## config.mk

```make
export PLATFORM = sky130hd
export DESIGN_NAME = uncond_instr_classify_unit
export DESIGN_NICKNAME = d
export VERILOG_FILES = /design/src/uic_pkg.sv /design/src/uic_decode.sv /design/src/uncond_instr_classify_unit.sv
export SDC_FILE = /design/constraint.sdc
export NUM_CORES = 1
export LEC_CHECK = 0
export ABC_AREA = 1
export BUFFER_PORTS_ARGS = -buffer_cell sky130_fd_sc_hd__buf_2
export CORE_MARGIN = 2
export CORE_UTILIZATION = 56
export CTS_CLUSTER_SIZE = 16
export DETAILED_ROUTE_END_ITERATION = 8
export PLACE_DENSITY = 0.8
export SYNTH_ARGS = -nofsm -noshare
export SYNTH_HDL_FRONTEND = slang
export SYNTH_SLANG_ARGS = --single-unit
```

## constraint.sdc

```tcl
create_clock -name clk -period 3.8 [get_ports clk]
set_clock_uncertainty 0.05 [all_clocks]
set_input_delay 0.38 -clock clk [delete_from_list [all_inputs] [get_ports clk]]
set_output_delay 0.38 -clock clk [all_outputs]
set_load 0.005 [all_outputs]
```

## src/uic_pkg.sv

```systemverilog
// Package for the nonconditional instruction classifier.
// Holds the word types of both channels, the class codes and the encoding constants.
// No dependencies.
package uic_pkg;

  typedef enum logic [2:0] {
    KIND_NONE   = 3'd0,
    KIND_ADDB   = 3'd1,
    KIND_ADDH   = 3'd2,
    KIND_ADDW   = 3'd3,
    KIND_TABLE  = 3'd4,
    KIND_UNIMPL = 3'd5
  } kind_t;

  typedef struct packed {
    logic [31:0] instr_word;
    logic [31:0] base_b14;
    logic [31:0] base_b15;
  } in_word_t;

  typedef struct packed {
    kind_t       kind;
    logic [4:0]  dest_reg;
    logic        side;
    logic [31:0] sum_address;
  } out_word_t;

  // Encoding fields of the nonconditional space.
  localparam logic [3:0]  UNCOND_NIBBLE  = 4'b0001;
  localparam logic [4:0]  ADDB_CODE      = 5'b01111;
  localparam logic [4:0]  ADDH_CODE      = 5'b10111;
  localparam logic [4:0]  ADDW_CODE      = 5'b11111;
  localparam logic [2:0]  L_UNIT_CODE    = 3'b110;
  localparam logic [3:0]  MS_UNIT_CODE   = 4'b1100;
  localparam logic [6:0]  L_OP_ANY_DST   = 7'h36;
  localparam logic [6:0]  L_OP_LO_FIRST  = 7'h0c;
  localparam logic [6:0]  L_OP_LO_LAST   = 7'h0f;
  localparam logic [6:0]  L_OP_HI_A      = 7'h33;
  localparam logic [6:0]  L_OP_HI_B      = 7'h34;
  localparam logic [3:0]  S_OP_CODE      = 4'hb;
  localparam logic [31:0] SWE_PATTERN    = 32'h1000_0000;
  localparam logic [31:0] SWE_DONT_CARE  = 32'h0000_2001;

endpackage

```

## src/uic_decode.sv

```systemverilog
// Classification and address arithmetic for one registered instruction word.
// Purely combinational; depends on uic_pkg.
module uic_decode (
  input  uic_pkg::in_word_t  in_word,
  output uic_pkg::out_word_t out_word
);

  logic [31:0]      w;
  logic             uncond;
  logic [6:0]       l_op;
  logic [4:0]       m_op;
  logic             l_hit;
  logic             m_hit;
  logic             s_hit;
  logic             swe_hit;
  uic_pkg::kind_t   kind;
  logic [31:0]      base;
  logic [31:0]      offset;

  assign w      = in_word.instr_word;
  assign uncond = (w[31:28] == uic_pkg::UNCOND_NIBBLE);
  assign l_op   = w[11:5];
  assign m_op   = w[10:6];

  always_comb begin
    l_hit = 1'b0;
    if (w[4:2] == uic_pkg::L_UNIT_CODE) begin
      if (l_op == uic_pkg::L_OP_ANY_DST) begin
        l_hit = 1'b1;
      end else if (((l_op >= uic_pkg::L_OP_LO_FIRST) && (l_op <= uic_pkg::L_OP_LO_LAST)) ||
                   (l_op == uic_pkg::L_OP_HI_A) || (l_op == uic_pkg::L_OP_HI_B)) begin
        // These forms only exist with a four-bit destination; bit 23 is reserved.
        l_hit = ~w[23];
      end
    end
  end

  always_comb begin
    unique case (m_op)
      5'h0a, 5'h0b, 5'h0c, 5'h0f,
      5'h14, 5'h15, 5'h16, 5'h17,
      5'h18, 5'h19, 5'h1b, 5'h1f: m_hit = (w[5:2] == uic_pkg::MS_UNIT_CODE) && !w[11];
      default:                    m_hit = 1'b0;
    endcase
  end

  assign s_hit   = (w[5:2] == uic_pkg::MS_UNIT_CODE) && (w[11:10] == 2'b11) &&
                   (w[9:6] == uic_pkg::S_OP_CODE);
  assign swe_hit = ((w & ~uic_pkg::SWE_DONT_CARE) == uic_pkg::SWE_PATTERN);

  always_comb begin
    priority if (!uncond) begin
      kind = uic_pkg::KIND_NONE;
    end else if (w[6:2] == uic_pkg::ADDB_CODE) begin
      kind = uic_pkg::KIND_ADDB;
    end else if (w[6:2] == uic_pkg::ADDH_CODE) begin
      kind = uic_pkg::KIND_ADDH;
    end else if (w[6:2] == uic_pkg::ADDW_CODE) begin
      kind = uic_pkg::KIND_ADDW;
    end else if (l_hit || m_hit || s_hit) begin
      kind = uic_pkg::KIND_TABLE;
    end else if (swe_hit) begin
      kind = uic_pkg::KIND_UNIMPL;
    end else begin
      kind = uic_pkg::KIND_NONE;
    end
  end

  assign base = w[7] ? in_word.base_b15 : in_word.base_b14;

  always_comb begin
    unique case (kind)
      uic_pkg::KIND_ADDH: offset = {16'd0, w[22:8], 1'b0};
      uic_pkg::KIND_ADDW: offset = {15'd0, w[22:8], 2'b00};
      default:            offset = {17'd0, w[22:8]};
    endcase
  end

  assign out_word.kind        = kind;
  assign out_word.dest_reg    = w[27:23];
  assign out_word.side        = w[1];
  assign out_word.sum_address = base + offset;

endmodule

```

## src/uncond_instr_classify_unit.sv

```systemverilog
// Top level of the nonconditional instruction classifier: input register,
// decode logic and result register. Depends on uic_pkg and uic_decode.
//
//   channel | ports                            | word
//   --------+----------------------------------+-----------------------------------------
//   input   | in_valid, in_stall, in_word      | instruction word and bases B14, B15
//   result  | out_valid, out_stall, out_word   | class, destination, side, summed address
//
// One word is accepted every cycle while in_stall is low; it is held in the input register,
// decoded, and its result is then presented from the result register.
// The decode and the single 32-bit address add sit between the two registers.
// Reset clears only the two stage valid flags; the data registers are not reset.
// A stall on the result side holds the result register; the input register
// keeps filling until it too holds a word, and only then in_stall rises.
module uncond_instr_classify_unit (
  input  logic               clk,
  input  logic               rst_n,
  input  logic               in_valid,
  output logic               in_stall,
  input  uic_pkg::in_word_t  in_word,
  output logic               out_valid,
  input  logic               out_stall,
  output uic_pkg::out_word_t out_word
);

  logic               s1_valid_r;
  logic               s1_valid_nxt;
  uic_pkg::in_word_t  s1_word_r;
  logic               out_valid_r;
  logic               out_valid_nxt;
  uic_pkg::out_word_t out_word_r;
  uic_pkg::out_word_t dec_word;
  logic               adv_out;
  logic               adv_in;

  // The result register may load when it is empty or its word is leaving.
  assign adv_out = !out_valid_r || !out_stall;
  // The input register may load when it is empty or its word moves on.
  assign adv_in  = !s1_valid_r || adv_out;

  assign in_stall = !adv_in;

  uic_decode u_decode (
    .in_word  (s1_word_r),
    .out_word (dec_word)
  );

  always_comb begin
    s1_valid_nxt  = adv_in ? in_valid : s1_valid_r;
    out_valid_nxt = adv_out ? s1_valid_r : out_valid_r;
  end

  always_ff @(posedge clk) begin
    if (!rst_n) begin
      s1_valid_r  <= 1'b0;
      out_valid_r <= 1'b0;
    end else begin
      s1_valid_r  <= s1_valid_nxt;
      out_valid_r <= out_valid_nxt;
    end
  end

  always_ff @(posedge clk) begin
    if (adv_in && in_valid) begin
      s1_word_r <= in_word;
    end
    if (adv_out && s1_valid_r) begin
      out_word_r <= dec_word;
    end
  end

  assign out_valid = out_valid_r;
  assign out_word  = out_word_r;

  // A word in the input register that can move on reaches the result register.
  a_s1_moves: assert property (@(posedge clk) disable iff (!rst_n)
    s1_valid_r && adv_out |=> out_valid_r)
    else $error("input stage word was lost on its way to the result register");

  // The input side stalls only when both stages are full and the output stalls.
  a_stall_full: assert property (@(posedge clk) disable iff (!rst_n)
    in_stall |-> s1_valid_r && out_valid_r && out_stall)
    else $error("input stalled while a stage had room");

  // A word blocked in the input register stays there unchanged.
  a_s1_hold: assert property (@(posedge clk) disable iff (!rst_n)
    s1_valid_r && !adv_out |=> s1_valid_r && $stable(s1_word_r))
    else $error("blocked input stage word changed");

  // The result register never fills from an empty input stage.
  a_out_from_s1: assert property (@(posedge clk) disable iff (!rst_n)
    !s1_valid_r && adv_out |=> !out_valid_r)
    else $error("result register loaded without a word in the input stage");

endmodule
```

==> results.txt <==
The flow ran to the end, and the final reports show no timing, DRC or antenna violations. The endpoint kind of the worst setup timing path was a flop. The clock share of power was 40.7%. The area growth from synthesis to layout is 20.4%. In this design, the critical path's most frequently occurring cell is nand2_1. For the post-place instance area, the log shows 8030 µm².

The number of antenna violations at the first check in global routing is 1. STA puts the critical path data arrival time at 3.59 ns. Walking the worst path, the cells encountered are inv_1 -> nand2_1 -> nor2_1 -> nand2_1 -> nor2_1 -> nand2_1 -> nand2_2 -> nand2_1 -> nor3_1 -> ha_1 -> a21oi_1 -> o21ai_0 -> a21oi_1 -> nand3_2 -> nand4_1 -> nand2_1. Wires add up to 15,200 µm. Of the synthesized area, sequential elements account for 57.7%. After the first detailed-routing iteration, the DRC count stood at 546. For the number of global-route vias before repair, the log shows 5,187. Total track usage: 23.9%. The detail route stage leaves a number of antenna-violating nets equal to 0. In the final layout, flip-flops and latches occupy 4120 µm².

The buffer levels on the longest clock path came out at 2. Counting the buffers created by CTS gives 17. Combinational share of power: 12.6%. The largest driver fanout on the critical path is 15, and the final total negative setup slack is 0 ns.

The total overflow left after global routing is 0. The leakage power was 4.00 nW. The library cells used most frequently in the layout, excluding fill and tap cells, are nand2_1, buf_2, edfxtp_1. The switching power total was 0.981 mW; the average vias per placed instance was 5.03. The post-layout minimum cycle time is 3.48 ns. The worst setup path is launched from a flop. In this run the tightest slew margin relative to its limit is 41.4%. In this run the cell area of the synthesized design comes to 7150 µm².

The area of the die was 13,700 µm². The per-instance average area after synthesis works out to 9.17 µm². Counting every net in the synthesized netlist gives 898. Most common library cell in the layout ignoring fill and taps: nand2_1. Post-CTS repair changed the size of 0 cells.

After detailed routing, the average wire length per cell comes to 13.6 µm. The die height came out at 117 µm. After clock tree synthesis, the setup repair step added 0 buffers. The critical path is of the flop to flop type.

Dividing total power by cell area gives a power density of 455 nW/µm². The number of max-slew violations in the final report came out at 0. The largest single stage delay on the critical path is 0.50 ns.

Cell type with the highest aggregate area in the netlist: edfxtp_1. The count of buffering cells on the critical path with inverters included was 1; the worst IR drop on VDD was 0.000319 V. The CTS sink count was 138; the number of violations of the max-capacitance limit was 0. The net count of the finished layout is 1,049. For the final number of setup-violating endpoints, the log shows 0. Setup repair after global routing left no endpoint under its margin.

For this run, the detailed router's first-pass iteration total came to 5. Portion of synthesized cell area occupied by the leading cell type: 57.1%. The width of the die is 117 µm. The pre-CTS setup slack came out at 0.418 ns. The cell type of the slowest stage on the worst timing path is edfxtp_1.

Hold repair after CTS inserted 0 buffers. In the post-synthesis netlist, the biggest area contributors are edfxtp_1, nand2_1, inv_1. The run gives 0 as the count of final hold-check violations. The cell count after synthesis came out at 780. In the routed design, unresolved DRC markers number 0. Setup slack closes at 0.324 ns.

Cells fill 68.5% of the core in the end. The register clock-pin slew on the reported worst setup and hold paths works out to 0.06 ns. STA puts the critical path data required time at 3.91 ns. For this block, the via count after detailed routing is 5,609. Static timing analysis puts the maximum clock frequency at 288 MHz. The tools report the HPWL after detailed placement as 11,500 µm. Cells with a size suffix above 1 make up 22.0% of the layout. Buffers placed on the I/O ports in this run total 141.

Entering global routing, the biggest net connects 42 pins. The post-layout instance area is 8610 µm². For the pin with the worst max-slew slack, the measured transition is 0.877 ns. Number of warnings printed during yosys synthesis: 0.

The kind of cell with the highest combined delay on the critical path was simple AND/OR/NAND/NOR gates. The register share of total power is 46.7%. The initial standard-cell utilization of the core was 56.9%. TritonCTS built the clock tree. The net switching fraction of the power was 25.0%; the antenna diode instance count was 0. In the final layout, the multi-input gates occupy 2550 µm². The number of I/O pins came out at 143.

Clock latency on the worst-skew pair, taken at its later pin, is 0.43 ns. Synthesis instantiated 36 different standard cells from the library. The core region is 12,600 µm². The final-layout fill cell count came out at 1,002. Of the available clock period, the critical path in the final layout requires 91.5%. The path type of the worst min-delay path is input port to flop.

The flip-flop and latch count after synthesis was 138. For the final RePlAce weighted congestion, the log shows 0.940. The first global-routing pass estimated 24,300 µm of wire.

In this run the core area contains 41 standard-cell rows. Internal power comes to 2.94 mW. The clock tree root driver cell is clkbuf_16. Number of levels in the clock H-tree: 4.
-- cells in the mapped netlist --
master,instances
a21oi_1,18
buf_1,2
buf_12,1
buf_2,7
buf_4,2
buf_6,1
clkbuf_1,2
dfxtp_1,2
edfxtp_1,136
fa_1,1
ha_1,17
inv_1,101
inv_6,1
mux2i_1,1
nand2_1,276
nand2_2,11
nand2_4,1
nand3_1,45
nand3_2,1
nand3b_1,4
nand4_1,25
nor2_1,74
nor2_2,5
nor2_4,4
nor3_1,4
o211ai_1,2
o21ai_0,8
o21ai_1,2
o21ai_2,3
o21ai_4,2
o22ai_1,1
or2_0,1
or2_1,1
or2_2,1
xnor2_1,2
xor2_1,15
-- cells by family (layout without fill, tap and decap cells) --
family / Yosys count / count (layout) / share of synthesized area [%]
fa+ha+maj: 18 / 18 / 3.25
compound gates: 36 / 36 / 3.08
buf+inv: 117 / 281 / 6.77
xor+xnor: 17 / 17 / 2.08
mux: 1 / 1 / 0.140
flops: 138 / 138 / 57.7
simple gates: 453 / 453 / 27.0
-- layout make-up --
| cell class | count | area share, % |
|---|---|---|
| Multi-Input combinational cell | 525 | 29.7 |
| Timing Repair Buffer | 147 | 8.72 |
| Inverter | 102 | 4.52 |
| Clock buffer | 17 | 4.94 |
| Tap cell | 172 | 2.50 |
| Sequential cell | 138 | 47.9 |
| Clock inverter | 15 | 1.74 |
-- per-stage QoR --
stage	power, mW	instances	hold WS, ns
3_3_place_gp	2.34	1084	0.381
4_1_cts	3.95	1116	0.0565
3_5_place_dp	2.35	1084	0.386
5_1_grt	4.08	1116	0.0630
2_1_floorplan	2.18	780	0.376
6_report	3.92	1116	0.0733
-- path summary, 6_finish.rpt --
kind / start / to / slack (ns) / depth (start not counted)
worst max-delay path: s1_word_r[73] / out_word[25] / 0.32 / 16
worst min register to register: s1_word_r[90] / out_word[36] / 0.40 / 0
worst max register to register: s1_word_r[73] / out_word[25] / 0.32 / 16
worst min-delay path: in_word[10] / s1_word_r[10] / 0.07 / 1
-- registers in the layout, summed over array words and instances, names as in the netlist --
| signal | count |
|---|---|
| s1_word_r | 95 |
| out_word | 41 |
| out_valid | 1 |
| s1_valid_r | 1 |
-- routing by layer --
layer / wire (µm) / vias up / global-route usage [%]
met5: 13 / - / 0
met4: 393 / 2 / 11.1
met1: 6610 / 2502 / 32.6
met3: 1150 / 32 / 5.46
li1: - / 2844 / -
met2: 7060 / 229 / 36.7
-- power by group through the flow --
stage	clock, mW	combinational (mW)	sequential, mW
floorplan	0	0.318	1.86
detailed placement	0	0.490	1.86
finish	1.59	0.493	1.83
CTS	1.62	0.493	1.83
global route	1.68	0.563	1.84
global placement	0	0.480	1.86
(Power assumes the default switching activity.)
